**src/hdl/assert_macros.svh**
```systemverilog
// Assertion helpers shared by the RTL.
`ifndef ASSERT_MACROS_SVH
`define ASSERT_MACROS_SVH
`ifndef SYNTHESIS
`define ASSERT_IMPL(label, clk, rst_n, prop, msg) \
  label: assert property (@(posedge clk) disable iff (!rst_n) (prop)) else $error(msg);
`define ASSERT_NEVER(label, clk, rst_n, prop, msg) \
  label: assert property (@(posedge clk) disable iff (!rst_n) !(prop)) else $error(msg);
`else
`define ASSERT_IMPL(label, clk, rst_n, prop, msg)
`define ASSERT_NEVER(label, clk, rst_n, prop, msg)
`endif
`endif

```
**src/hdl/bmmcr_pkg.sv**
```systemverilog
package bmmcr_pkg;
  localparam int unsigned CfgWidth = 5;
  localparam int unsigned CfgIdxWidth = 2;
  localparam logic [CfgIdxWidth-1:0] RegBlockWidth = 2'd0;
  localparam logic [CfgIdxWidth-1:0] RegBlockHeight = 2'd1;
  localparam logic [CfgIdxWidth-1:0] RegReduceMode = 2'd2;
  localparam logic [4:0] DimMax = 5'd16;

  typedef struct packed {
    logic [7:0] c0;
    logic [7:0] c1;
    logic [7:0] c2;
  } pixel_t;

  typedef enum logic [2:0] {
    StIdle, StDivInit, StDiv, StMedInit, StMedScan, StMedNext, StOut
  } state_e;

  // Division unit control and status.
  typedef struct packed {
    logic start;
    logic busy;
    logic done;
  } div_ctl_t;
endpackage

```
**src/hdl/bmmcr_div.sv**
```systemverilog
// Restoring divider, one quotient bit per cycle, with round-half-even and
// saturation to a byte.
module bmmcr_div import bmmcr_pkg::*; #(
  parameter int unsigned NW = 16,
  parameter int unsigned DW = 9
) (
  input  logic          clk_i,
  input  logic          rst_ni,
  input  logic          start_i,
  input  logic [NW-1:0] num_i,
  input  logic [DW-1:0] den_i,
  output div_ctl_t      ctl_o,
  output logic [7:0]    res_o
);
  localparam int unsigned CW = $clog2(NW + 1);
  logic [NW-1:0] quo_q, quo_d;
  logic [DW:0] rem_q, rem_d;
  logic [DW-1:0] den_q, den_d;
  logic [CW-1:0] cnt_q, cnt_d;
  logic busy_q, busy_d, done_q, done_d;
  logic [DW:0] trial;
  logic [DW+1:0] rem2;
  logic [NW:0] qr;

  always_comb begin
    trial = {rem_q[DW-1:0], quo_q[NW-1]};
    quo_d = quo_q; rem_d = rem_q; den_d = den_q; cnt_d = cnt_q;
    busy_d = busy_q; done_d = 1'b0;
    if (start_i) begin
      quo_d = num_i; rem_d = '0; den_d = den_i; cnt_d = CW'(NW); busy_d = 1'b1;
    end else if (busy_q) begin
      if (trial >= {1'b0, den_q}) begin
        rem_d = trial - {1'b0, den_q};
        quo_d = {quo_q[NW-2:0], 1'b1};
      end else begin
        rem_d = trial;
        quo_d = {quo_q[NW-2:0], 1'b0};
      end
      cnt_d = cnt_q - 1'b1;
      if (cnt_q == CW'(1)) begin
        busy_d = 1'b0; done_d = 1'b1;
      end
    end
  end

  always_ff @(posedge clk_i or negedge rst_ni) begin
    if (!rst_ni) begin
      busy_q <= 1'b0; done_q <= 1'b0; cnt_q <= '0;
    end else begin
      busy_q <= busy_d; done_q <= done_d; cnt_q <= cnt_d;
    end
  end
  always_ff @(posedge clk_i) begin
    quo_q <= quo_d; rem_q <= rem_d; den_q <= den_d;
  end

  always_comb begin
    rem2 = {rem_q, 1'b0};
    qr = {1'b0, quo_q};
    if (rem2 > {2'b0, den_q} || (rem2 == {2'b0, den_q} && quo_q[0])) qr = qr + 1'b1;
    res_o = (qr > (NW+1)'(255)) ? 8'hFF : qr[7:0];
  end

  assign ctl_o = '{start: start_i, busy: busy_q, done: done_q};

  `include "assert_macros.svh"
  `ASSERT_NEVER(a_no_restart, clk_i, rst_ni, start_i && busy_q, "divider restarted while busy")
  `ASSERT_IMPL(a_done_after_busy, clk_i, rst_ni, done_q |-> $past(busy_q), "done without busy")
  `ASSERT_NEVER(a_done_busy, clk_i, rst_ni, done_q && busy_q, "done and busy together")
endmodule

```
**config.mk**
```make
export PLATFORM = sky130hd
export DESIGN_NAME = bmmcr_div
export DESIGN_NICKNAME = d
export VERILOG_FILES = /design/src/hdl/bmmcr_pkg.sv /design/src/hdl/bmmcr_div.sv
export VERILOG_INCLUDE_DIRS = /design/src /design/src/hdl
export SDC_FILE = /design/constraint.sdc
export NUM_CORES = 1
export LEC_CHECK = 0
export BUFFER_PORTS_ARGS = -buffer_cell sky130_fd_sc_hd__buf_2
export CAP_MARGIN = 30
export CORE_MARGIN = 5
export CORE_UTILIZATION = 35
export CTS_CLUSTER_SIZE = 10
export DETAILED_ROUTE_END_ITERATION = 8
export PLACE_DENSITY_LB_ADDON = 0.25
export SLEW_MARGIN = 20
export SYNTH_ARGS = -nofsm -noshare
export SYNTH_HDL_FRONTEND = slang
export SYNTH_SLANG_ARGS = --single-unit
```
**constraint.sdc**
```tcl
create_clock -name clk_i -period 5.5 [get_ports clk_i]
set_clock_uncertainty 0.15 [all_clocks]
set_input_delay 1.65 -clock clk_i [delete_from_list [all_inputs] [get_ports clk_i]]
set_output_delay 1.65 -clock clk_i [all_outputs]
set_load 0.005 [all_outputs]
```
==> summary.txt, run 1 <==
Global route
  – First-pass GRT wire length: 8840 µm
  – Vias in the first global route: 1,958
  – Met1 Usage GRT: 14.5%
  – M3 GR Usage: 2.81%
  – Met2 Track Usage GR: 21.6%
  – Largest net degree at the start of global routing: 47
  – Grt ovf: 0
  – Initial antenna violation count: 0
  – GR peak layer: met2
  – GRT Util Overall: 12.2%

Worst setup path
  – Startpoint types: flip-flop
  – Reg2Reg Depth: 11
  – Slowest cell on crit path: nor4b_4
  – Arr. time, crit path: 2.98 ns
  – Crit-path cells: inv_1 -> ha_1 -> and2b_2 -> o21ai_0 -> nor4b_4 -> nor4_2 -> mux2_4 -> a211oi_4 -> nand2_1 -> buf_2
  – FF-to-FF End: rem_q[1]$_SDFFE_PP0P_
  – Delay of the slowest cell on the worst path: 0.42 ns
  – Critical Path Sink: res_o[7]
  – Critical Path Fanout Max: 8
  – CP Data Required Time: 3.70 ns
  – Crit. Startpoint: den_q[1]$_DFFE_PP_
  – R2R Path Start: quo_q[15]$_DFFE_PP_
  – Critical path type: reg -> out
  – R2R Setup Slk: 2.35 ns
  – CP endpoint kind: output pin

STA
  – Max transition margin: 63.4%
  – RSZ-0062 raised after global routing: false
  – Setup TNS: 0 ns
  – Fin. Hold Viols: 0
  – Crit share post-route: 86.9%
  – Max Freq: 209 MHz
  – Worst slew pin tran: 0.549 ns
  – Tmin final: 4.78 ns
  – Pins Over Slew Limit: 0
  – Final setup violation count: 0

Place
  – GPL Wtd Cong: 0.762
  – Cell Area, Placed: 0.00286 mm²
  – Final HPWL DP: 3890 µm
  – # port buffers: 38

Yosys
  – Sequential-to-total area share from yosys stat: 43.6%
  – Synthesis-stage register bit count: 42
  – Largest family of logic cells by synthesized area: simple AND/OR/NAND/NOR gates
  – Cells after Synth: 246
  – Top cells by area, synth: edfxtp_1, dfxtp_1, mux2_2, dfrtp_1, ha_1
  – Synth cell types: 54
  – Post-synthesis xor/xnor area fraction: 5.42%
  – Mean Syn Cell Area: 10.5 µm²
  – Yosys top cell area share: 29.0%
  – Synth warn: 0
  – Post-synth ARST share: 16.7%
  – Syn nets: 287
  – Main synth FF type: edfxtp_1
  – Post-synth EDFFs: 25
  – Area share of fa/ha/maj cells after synthesis: 6.58%
  – Synth Area in Simple Gates: 18.0%
  – Multiplexer share of the synthesized area: 11.1%
  – Synth Area in Compound Gates: 11.0%
  – Mapped cell area: 0.00258 mm²
  – Synth area leader: edfxtp_1

Clock network
  – Post_cts resized: 0
  – Reg clk slew, reported paths: 0.09 ns
  – Clk buf depth: 2
  – Cts bufs inserted: 5
  – Setup bufs post-CTS: 0
  – Clk sinks: 42
  – Root buffer cell: clkbuf_8
  – H-tree depth: 2
  – CTS tree: done
  – Post-CTS Hold Buffers: 0
  – Worst-Skew Late Latency: 0.30 ns

Pwr
  – Worst VDD drop: 0.000117 V
  – Logic pwr share: 32.7%
  – Power Internal: 0.000701 W
  – Pwr per Cell Area: 351 mW/mm²
  – Switching Share: 33.0%
  – Static Leak: 1.22 nW
  – Clock share of power: 23.6%
  – Seq pwr share: 43.8%
  – Net Sw Power: 0.000346 W

Detailed routing
  – DR vias/cell: 4.98
  – Routed WL per cell: 13.7 µm
  – Vias: 1,909
  – Routed WL: 5260 µm
  – Starting DRT DRC Count: 59
  – Remaining antenna violation count after routing: 0
  – DR DRC count: 0
  – Initial DRT Pass Iterations: 4

Run
  – Max cap viols: 0

Layout
  – Register area: 0.00113 mm²
  – Post-Layout Inst Area: 0.00298 mm²
  – Multi-input logic area: 0.00135 mm²
  – Share of post-route cells with drive strength above 1: 28.5%
  – Synth-to-Final Area Change: 15.4%
  – # diodes: 0
  – Final Net Count: 324
  – # fillers: 734

Status
  – Status: completed

Floorplan
  – Die X: 95.9 µm
  – Rows: 31
  – Starting Density: 35.8%
  – Top Ports: 39
  – Core Area: 0.00721 mm²
  – Die ar.: 0.00920 mm²
  – Die height: 95.9 µm

Worst hold path
  – Worst hold-check path type: reg -> reg
[worst min path at each step]
stage,startpoint,end,slack [ns],depth (start not counted)
after floorplan,rem_q[9]$_SDFFE_PP0P_,rem_q[9]$_SDFFE_PP0P_,0.32,2
after global placement,rem_q[9]$_SDFFE_PP0P_,rem_q[9]$_SDFFE_PP0P_,0.34,2
after detailed placement,rem_q[2]$_SDFFE_PP0P_,rem_q[2]$_SDFFE_PP0P_,0.35,2
after CTS,rem_q[9]$_SDFFE_PP0P_,rem_q[9]$_SDFFE_PP0P_,0.36,2
after global routing,rem_q[9]$_SDFFE_PP0P_,rem_q[9]$_SDFFE_PP0P_,0.38,2
final,rem_q[9]$_SDFFE_PP0P_,rem_q[9]$_SDFFE_PP0P_,0.36,2
[cell families (layout without fill, tap and decap cells)]
family,after synthesis,in the layout
xor+xnor,16,16
mux,26,26
simple gates,83,83
flops,42,42
fa+ha+maj,13,13
buf+inv,27,65
compound gates,39,39
[synthesized netlist by cell type (2+ instances only)]
cell,count
a211oi_1,8
a21o_1,3
a21oi_1,6
a311oi_1,2
a31oi_1,2
and3_1,2
and3_2,2
buf_1,2
buf_4,3
clkbuf_1,5
dfrtp_1,7
dfxtp_1,10
edfxtp_1,25
ha_1,12
inv_1,16
mux2_2,17
mux2i_1,8
nand2_1,18
nand2b_1,4
nand3_1,4
nand4_1,3
nand4b_1,2
nor2_1,23
nor2b_1,2
nor3_1,6
nor3b_1,2
nor4b_1,3
o21ai_0,7
o311ai_0,2
or4b_2,2
xnor2_1,9
xor2_1,7
[critical path: cells and delay by family, from the launching register on]
| kind | cells | cell delay, ns |
|---|---|---|
| simple gates | 4 | 0.84 |
| compound gates | 2 | 0.59 |
| flops | 1 | 0.40 |
| mux | 1 | 0.33 |
| fa+ha+maj | 1 | 0.32 |
| buf+inv | 2 | 0.20 |
[sequential cells by signal, indices dropped and copies added (netlist names)]
| signal | count |
|---|---|
| busy_q | 1 |
| cnt_q | 5 |
| den_q | 9 |
| done_q | 1 |
| quo_q | 16 |
| rem_q | 10 |
[power groups by stage]
stage / Sequential [W] / Combinational, W / Clock, W
after floorplan: 0.000446 / 0.000280 / 0
after global placement: 0.000470 / 0.000334 / 0
after detailed placement: 0.000470 / 0.000338 / 0
after CTS: 0.000463 / 0.000341 / 0.000255
after global routing: 0.000467 / 0.000385 / 0.000268
final: 0.000458 / 0.000342 / 0.000247
[per-layer routing]
| metal | wire length [µm] | up-vias | share of wire [%] |
|---|---|---|---|
| li1 | - | 962 | - |
| met3 | 214 | 5 | 4.1 |
| met4 | 57 | 0 | 1.1 |
| met1 | 2430 | 916 | 46 |
| met2 | 2560 | 26 | 49 |
| met5 | 0 | - | 0 |
[cell usage in the layout, fill, tap and decap left out, types with 5 or more instances in the layout]
cell type	instances
nand2_1	18
xnor2_1	9
clkbuf_8	5
a21oi_1	6
mux2_2	17
mux2i_1	8
buf_2	38
nor3_1	6
o21ai_0	7
dfrtp_1	7
inv_1	16
nor2_1	23
xor2_1	7
ha_1	12
edfxtp_1	25
a211oi_1	8
dfxtp_1	10
[final cells by class]
class / count / share of cell area (%)
clock buffers: 5 / 2.31
clock inverters: 3 / 1.34
inverters: 16 / 2.01
multi-input cells: 177 / 45.1
flip-flops and latches: 42 / 37.7
well taps: 99 / 4.15
repair buffers: 41 / 7.38
[per-stage QoR]
step / setup WS (ns) / instances / utilization, % / power [W] / hold WS (ns)
floorplan: 1.47 / 246 / - / 0.000726 / 0.323
global placement: 1.11 / 374 / 39.6 / 0.000803 / 0.341
detailed placement: 1.04 / 374 / 39.6 / 0.000808 / 0.348
CTS: 0.668 / 382 / 41.2 / 0.00106 / 0.360
global route: 0.427 / 383 / 41.4 / 0.00112 / 0.383
finish: 0.722 / 383 / 41.4 / 0.00105 / 0.358
(Power assumes the default switching activity.)
==> inputs of run 2 (changes only) <==
--- a/config.mk
+++ b/config.mk
@@ -6,6 +6,7 @@
 export SDC_FILE = /design/constraint.sdc
 export NUM_CORES = 1
 export LEC_CHECK = 0
+export ABC_AREA = 1
 export BUFFER_PORTS_ARGS = -buffer_cell sky130_fd_sc_hd__buf_2
 export CAP_MARGIN = 30
 export CORE_MARGIN = 5
==> summary.txt, run 2 <==
Floorplan
  – Top Ports: 39 (unchanged)
  – Core Area: 0.00781 mm² (+8.2%)
  – Die X: 100 µm (+4.3%)
  – Die ar.: 0.0100 mm² (+8.8%)
  – Rows: 32 (+3.2%)
  – Starting Density: 36.4% (+0.53 points)
  – Die height: 100 µm (+4.3%)

Clock network
  – Reg clk slew, reported paths: 0.08 ns (about the same)
  – Worst-Skew Late Latency: 0.29 ns (about the same)
  – Cts bufs inserted: 5 (unchanged)
  – Post_cts resized: 0 (unchanged)
  – Clk sinks: 42 (unchanged)
  – H-tree depth: 2 (unchanged)
  – Setup bufs post-CTS: 0 (unchanged)
  – Root buffer cell: clkbuf_8
  – Clk buf depth: 2 (unchanged)
  – Post-CTS Hold Buffers: 0 (unchanged)
  – CTS tree: done

Yosys
  – Most frequent cell after synthesis: nand2_1
  – Mapped cell area: 0.00284 mm² (+9.8%)
  – Yosys top cell area share: 26.4% (-2.6 points)
  – Synthesis-stage register bit count: 42 (unchanged)
  – Synth cell types: 36 (-33%)
  – Multiplexer share of the synthesized area: 0% (-11 points)
  – Post-synth top cells: nand2_1, inv_1, nor2_1
  – Cells after Synth: 376 (+53%)
  – Top cells by area, synth: edfxtp_1, nand2_1, dfxtp_1, dfrtp_1, inv_1
  – Synth Area in Simple Gates: 31.5% (+14 points)
  – Synth area leader: edfxtp_1
  – Post-synth ARST share: 16.7% (unchanged)
  – Post-synthesis xor/xnor area fraction: 4.63% (-0.79 points)
  – Main synth FF type: edfxtp_1
  – Post-synth EDFFs: 25 (unchanged)
  – Sequential-to-total area share from yosys stat: 39.7% (-3.9 points)
  – Synth warn: 0 (unchanged)
  – Largest family of logic cells by synthesized area: simple AND/OR/NAND/NOR gates
  – Synth Area in Compound Gates: 9.65% (-1.3 points)
  – Mean Syn Cell Area: 7.55 µm² (-28%)
  – Area share of fa/ha/maj cells after synthesis: 5.99% (-0.59 points)
  – Syn nets: 417 (+45%)

STA
  – Crit share post-route: 77.9% (-9.0 points)
  – Final setup violation count: 0 (unchanged)
  – RSZ-0062 raised after global routing: false
  – Tmin final: 4.29 ns (-0.493 ns)
  – Fin. Hold Viols: 0 (unchanged)
  – Pins Over Slew Limit: 0 (unchanged)
  – Max Freq: 233 MHz (+12%)
  – Max transition margin: 45.1% (-18 points)
  – Worst slew pin tran: 0.822 ns (+0.274 ns)
  – Setup TNS: 0 ns (unchanged)
  – Setup WS post-layout: 1.21 ns (+0.493 ns)

Global route
  – GRT Util Overall: 13.6% (+1.4 points)
  – Vias in the first global route: 2,482 (+27%)
  – Largest net degree at the start of global routing: 26 (-45%)
  – First-pass GRT wire length: 11,100 µm (+25%)
  – Grt ovf: 0 (unchanged)
  – Initial antenna violation count: 0 (unchanged)

Layout
  – Largest register FFs: 16 (unchanged)
  – Most common cell after layout, fill and taps aside: nand2_1
  – Final Net Count: 455 (+40%)
  – Most frequent cells in the layout: nand2_1, inv_1, buf_2
  – Top flop regs: quo_q: 16 flops, rem_q: 10 flops, den_q: 9 flops
  – # diodes: 0 (unchanged)
  – Util after Layout: 41.0% (-0.39 points)
  – Synth-to-Final Area Change: 12.7%
  – Biggest register: quo_q
  – Post-Layout Inst Area: 0.00320 mm² (+7.2%)
  – Share of post-route cells with drive strength above 1: 16.6% (-12 points)

Detailed routing
  – DR vias/cell: 4.80 (-3.7%)
  – Vias: 2,481 (+30%)
  – Remaining antenna violation count after routing: 0 (unchanged)
  – Routed WL per cell: 12.4 µm (-9.6%)
  – Routed WL: 6420 µm (+22%)
  – Starting DRT DRC Count: 126 (+110%)
  – Initial DRT Pass Iterations: 4 (unchanged)
  – DR DRC count: 0 (unchanged)

Worst setup path
  – CP endpoint kind: output pin
  – Startpoint types: flip-flop
  – CP Data Required Time: 3.70 ns (about the same)
  – Critical path type: reg -> out
  – R2R Setup Slk: 2.73 ns (+0.38 ns)
  – Arr. time, crit path: 2.49 ns (-0.49 ns)
  – Critical Path Fanout Max: 17 (+9)

Pwr
  – Logic pwr share: 51.7% (+19 points)
  – Power Internal: 0.000763 W (+8.9%)
  – Worst VDD drop: 0.000187 V (+60%)
  – Static Leak: 1.52 nW (+24%)
  – Net Sw Power: 0.000627 W (+81%)
  – Switching Share: 45.1% (+12 points)
  – Pwr per Cell Area: 434 mW/mm² (+24%)
  – Seq pwr share: 33.4% (-10 points)
  – Clock share of power: 14.9% (-8.7 points)

Place
  – Final HPWL DP: 5020 µm (+29%)
  – Pre-CTS setup slack: 1.52 ns (+0.473 ns)
  – # port buffers: 38 (unchanged)
  – GPL Wtd Cong: 0.848 (+11%)
  – Cell Area, Placed: 0.00311 mm² (+8.6%)

Worst hold path
  – Worst hold-check path type: reg -> reg

Status
  – Status: completed

Run
  – Max cap viols: 0 (unchanged)
run 2: power groups by stage:
stage / clock network [W] / logic (W) / registers, W
3_3_place_gp: 0 / 0.000713 / 0.000469
2_1_floorplan: 0 / 0.000620 / 0.000454
5_1_grt: 0.000236 / 0.000831 / 0.000474
4_1_cts: 0.000218 / 0.000726 / 0.000464
3_5_place_dp: 0 / 0.000720 / 0.000471
6_report: 0.000208 / 0.000718 / 0.000464
run 2: final cells by class:
class	count	area (µm²)
inverters	49	185
clock buffers	6	82.6
clock inverters	2	11.3
multi-input cells	277	1470
flip-flops and latches	42	1130
well taps	102	128
repair buffers	39	198
fillers	838	4610
run 2: final timing paths:
path	from	depth (start not counted)	to
max in group asynchronous	rst_ni	1	cnt_q[1]$_DFFE_PN0P_
hold / removal	cnt_q[3]$_DFFE_PN0P_	1	cnt_q[3]$_DFFE_PN0P_
min in group asynchronous	rst_ni	1	cnt_q[3]$_DFFE_PN0P_
setup reg to reg	quo_q[15]$_DFFE_PP_	11	rem_q[0]$_SDFFE_PP0P_
hold reg to reg	cnt_q[3]$_DFFE_PN0P_	1	cnt_q[3]$_DFFE_PN0P_
setup / recovery	den_q[4]$_DFFE_PP_	15	res_o[0]
run 2: cells by family after synthesis:
logic type | count (synthesis)
xor+xnor | 15
compound gates | 49
simple gates | 200
buf+inv | 57
fa+ha+maj | 13
flops | 42
run 2: routing by layer:
metal	wire [µm]	vias up	GRT usage (%)
li1	-	1299	-
met1	2900	1136	16.9
met2	3170	41	24.4
met3	300	5	2.50
met4	56	0	3.11
met5	0	-	0
run 2: critical path, stage by stage (launching register included):
cell	delay, ns
edfxtp_1	0.33
inv_1	0.04
ha_1	0.35
nand2_1	0.10
nand2_1	0.07
nand2_1	0.08
nand2_1	0.05
nand2_1	0.10
nand3_4	0.12
nand2_4	0.20
inv_1	0.14
nand2_1	0.12
nand3_4	0.10
nor2_8	0.17
nand3_1	0.09
buf_2	0.14
run 2: stage by stage:
| stage | hold WS (ns) | instances | total power [W] |
|---|---|---|---|
| floorplan | 0.286 | 376 | 0.00107 |
| global placement | 0.309 | 509 | 0.00118 |
| detailed placement | 0.307 | 509 | 0.00119 |
| CTS | 0.327 | 517 | 0.00141 |
| global route | 0.350 | 517 | 0.00154 |
| finish | 0.329 | 517 | 0.00139 |
==> inputs of run 3 (changes only) <==
==> constraint.sdc (replaced) <==
create_clock -name clk_i -period 4.15 [get_ports clk_i]
set_clock_uncertainty 0.15 [all_clocks]
set_input_delay 1.245 -clock clk_i [delete_from_list [all_inputs] [get_ports clk_i]]
set_output_delay 1.245 -clock clk_i [all_outputs]
set_load 0.005 [all_outputs]
==> summary.txt, run 3 (same netlist as run 2, synthesis figures left out) <==
Place
  – Final HPWL DP: 5120 µm (+2.0%)
  – # port buffers: 38 (unchanged)
  – GPL Wtd Cong: 0.894 (+5.5%)

Worst setup path
  – CP Data Required Time: 2.75 ns (-0.95 ns)
  – CP endpoint kind: output pin
  – FF-to-FF End: rem_q[0]$_SDFFE_PP0P_
  – Reg2Reg Depth: 11 (unchanged)
  – Crit. Startpoint: den_q[4]$_DFFE_PP_
  – R2R Setup Slk: 1.38 ns (-1.35 ns)
  – R2R Path Start: quo_q[15]$_DFFE_PP_
  – Startpoint types: flip-flop
  – Critical Path Fanout Max: 17 (unchanged)
  – Critical path type: reg -> out
  – Arr. time, crit path: 2.46 ns (-0.03 ns)
  – Critical Path Sink: res_o[4]

Detailed routing
  – Routed WL per cell: 12.6 µm (+1.4%)
  – DR vias/cell: 4.77 (-0.66%)
  – DR DRC count: 0 (unchanged)
  – Vias: 2,479 (-0.081%)
  – Routed WL: 6550 µm (+2.0%)
  – Starting DRT DRC Count: 103 (-18%)
  – Initial DRT Pass Iterations: 4 (unchanged)
  – Remaining antenna violation count after routing: 0 (unchanged)

Floorplan
  – Die X: 100 µm (unchanged)
  – Die height: 100 µm (unchanged)
  – Top Ports: 39 (unchanged)
  – Starting Density: 36.4% (unchanged)
  – Rows: 32 (unchanged)
  – Die ar.: 0.0100 mm² (unchanged)
  – Core Area: 0.00781 mm² (unchanged)

Layout
  – Most common cell after layout, fill and taps aside: nand2_1
  – Synth-to-Final Area Change: 13.6%
  – # fillers: 830 (-0.95%)
  – Final Net Count: 458 (+0.66%)
  – Biggest register: quo_q
  – Most frequent cells in the layout: nand2_1, inv_1, buf_2
  – Largest register FFs: 16 (unchanged)
  – Top flop regs: quo_q: 16 flops, rem_q: 10 flops, den_q: 9 flops
  – Share of post-route cells with drive strength above 1: 17.2% (+0.60 points)
  – # diodes: 0 (unchanged)

STA
  – Final setup violation count: 0 (unchanged)
  – Setup TNS: 0 ns (unchanged)
  – Tmin final: 3.86 ns
  – Fin. Hold Viols: 0 (unchanged)
  – RSZ-0062 raised after global routing: false
  – Max Freq: 259 MHz
  – Pins Over Slew Limit: 0 (unchanged)
  – Crit share post-route: 93.0%
  – Worst slew pin tran: 0.755 ns (-0.0676 ns)
  – Max transition margin: 49.5% (+4.4 points)

Global route
  – Grt ovf: 0 (unchanged)
  – GRT Util Overall: 13.9% (+0.29 points)
  – Largest net degree at the start of global routing: 22 (-15%)
  – Vias in the first global route: 2,454 (-1.1%)
  – First-pass GRT wire length: 11,200 µm (+1.1%)
  – Initial antenna violation count: 0 (unchanged)

Run
  – Max cap viols: 0 (unchanged)

Pwr
  – Static Leak: 1.53 nW (+0.95%)
  – Pwr per Cell Area: 577 mW/mm² (+33%)
  – Worst VDD drop: 0.000262 V (+40%)
  – Final Power: 0.00186 W (+34%)

Status
  – Status: completed

Worst hold path
  – Worst hold-check path type: reg -> reg

Clock network
  – Clk buf depth: 2 (unchanged)
  – Post-CTS Hold Buffers: 0 (unchanged)
  – Root buffer cell: clkbuf_8
  – Clk sinks: 42 (unchanged)
  – H-tree depth: 2 (unchanged)
  – Setup bufs post-CTS: 0 (unchanged)
  – Reg clk slew, reported paths: 0.09 ns (about the same)
  – Post_cts resized: 0 (unchanged)
  – Worst-Skew Late Latency: 0.31 ns (+0.02 ns)
  – CTS tree: done
  – Cts bufs inserted: 5 (unchanged)
run 3: worst min-delay path by stage:
stage	from	slack, ns	cells after the start	to
finish	rem_q[1]$_SDFFE_PP0P_	0.33	2	rem_q[1]$_SDFFE_PP0P_
global route	rem_q[7]$_SDFFE_PP0P_	0.36	2	rem_q[7]$_SDFFE_PP0P_
CTS	rem_q[1]$_SDFFE_PP0P_	0.33	2	rem_q[1]$_SDFFE_PP0P_
detailed placement	rem_q[1]$_SDFFE_PP0P_	0.31	2	rem_q[1]$_SDFFE_PP0P_
global placement	rem_q[2]$_SDFFE_PP0P_	0.31	2	rem_q[2]$_SDFFE_PP0P_
floorplan	cnt_q[3]$_DFFE_PN0P_	0.29	1	cnt_q[3]$_DFFE_PN0P_
run 3: metal layers:
metal,track usage [%],share of wire [%],vias up
li1,-,-,1294
met1,17.4,47,1142
met2,24.2,48,33
met3,2.43,3.0,10
met4,4.46,1.6,0
met5,0,0,-
run 3: critical path, stage by stage (launching register included):
cell      delay [ns]
edfxtp_1        0.33
inv_1           0.04
ha_1            0.35
nand2_1         0.10
nand2_1         0.06
nand2_1         0.08
nand2_1         0.05
nand2_1         0.10
nand3_4         0.12
nand2_4         0.19
inv_1           0.13
nand2_1         0.12
nand3_4         0.10
nor2_8          0.17
nand3_1         0.09
buf_2           0.14
run 3: report_power, final:
part	internal, W	switching, W	total [W]
combinational	0.000340	0.000607	0.000947
clock	0.000138	0.000160	0.000298
sequential	0.000538	0.0000768	0.000614
total	0.00102	0.000844	0.00186
run 3: stage by stage:
step	cell area [µm²]	worst slack, ns	util (%)	std cells	hold WS (ns)
final	3230	0.291	41.3	520	0.326
after global routing	3230	0.00387	41.3	520	0.355
after CTS	3230	0.260	41.3	520	0.328
after detailed placement	3130	0.613	40.1	512	0.313
after global placement	3130	0.672	40.1	512	0.315
after floorplan	2840	0.987	-	376	0.286
run 3: cell type report:
class	count	area, µm²	area share (%)
Multi-Input combinational cell	277	1470	45.5
Timing Repair Buffer	42	220	6.83
Sequential cell	42	1130	34.9
Tap cell	102	128	3.96
Clock inverter	2	15.0	0.465
Inverter	49	185	5.74
Clock buffer	6	82.6	2.56
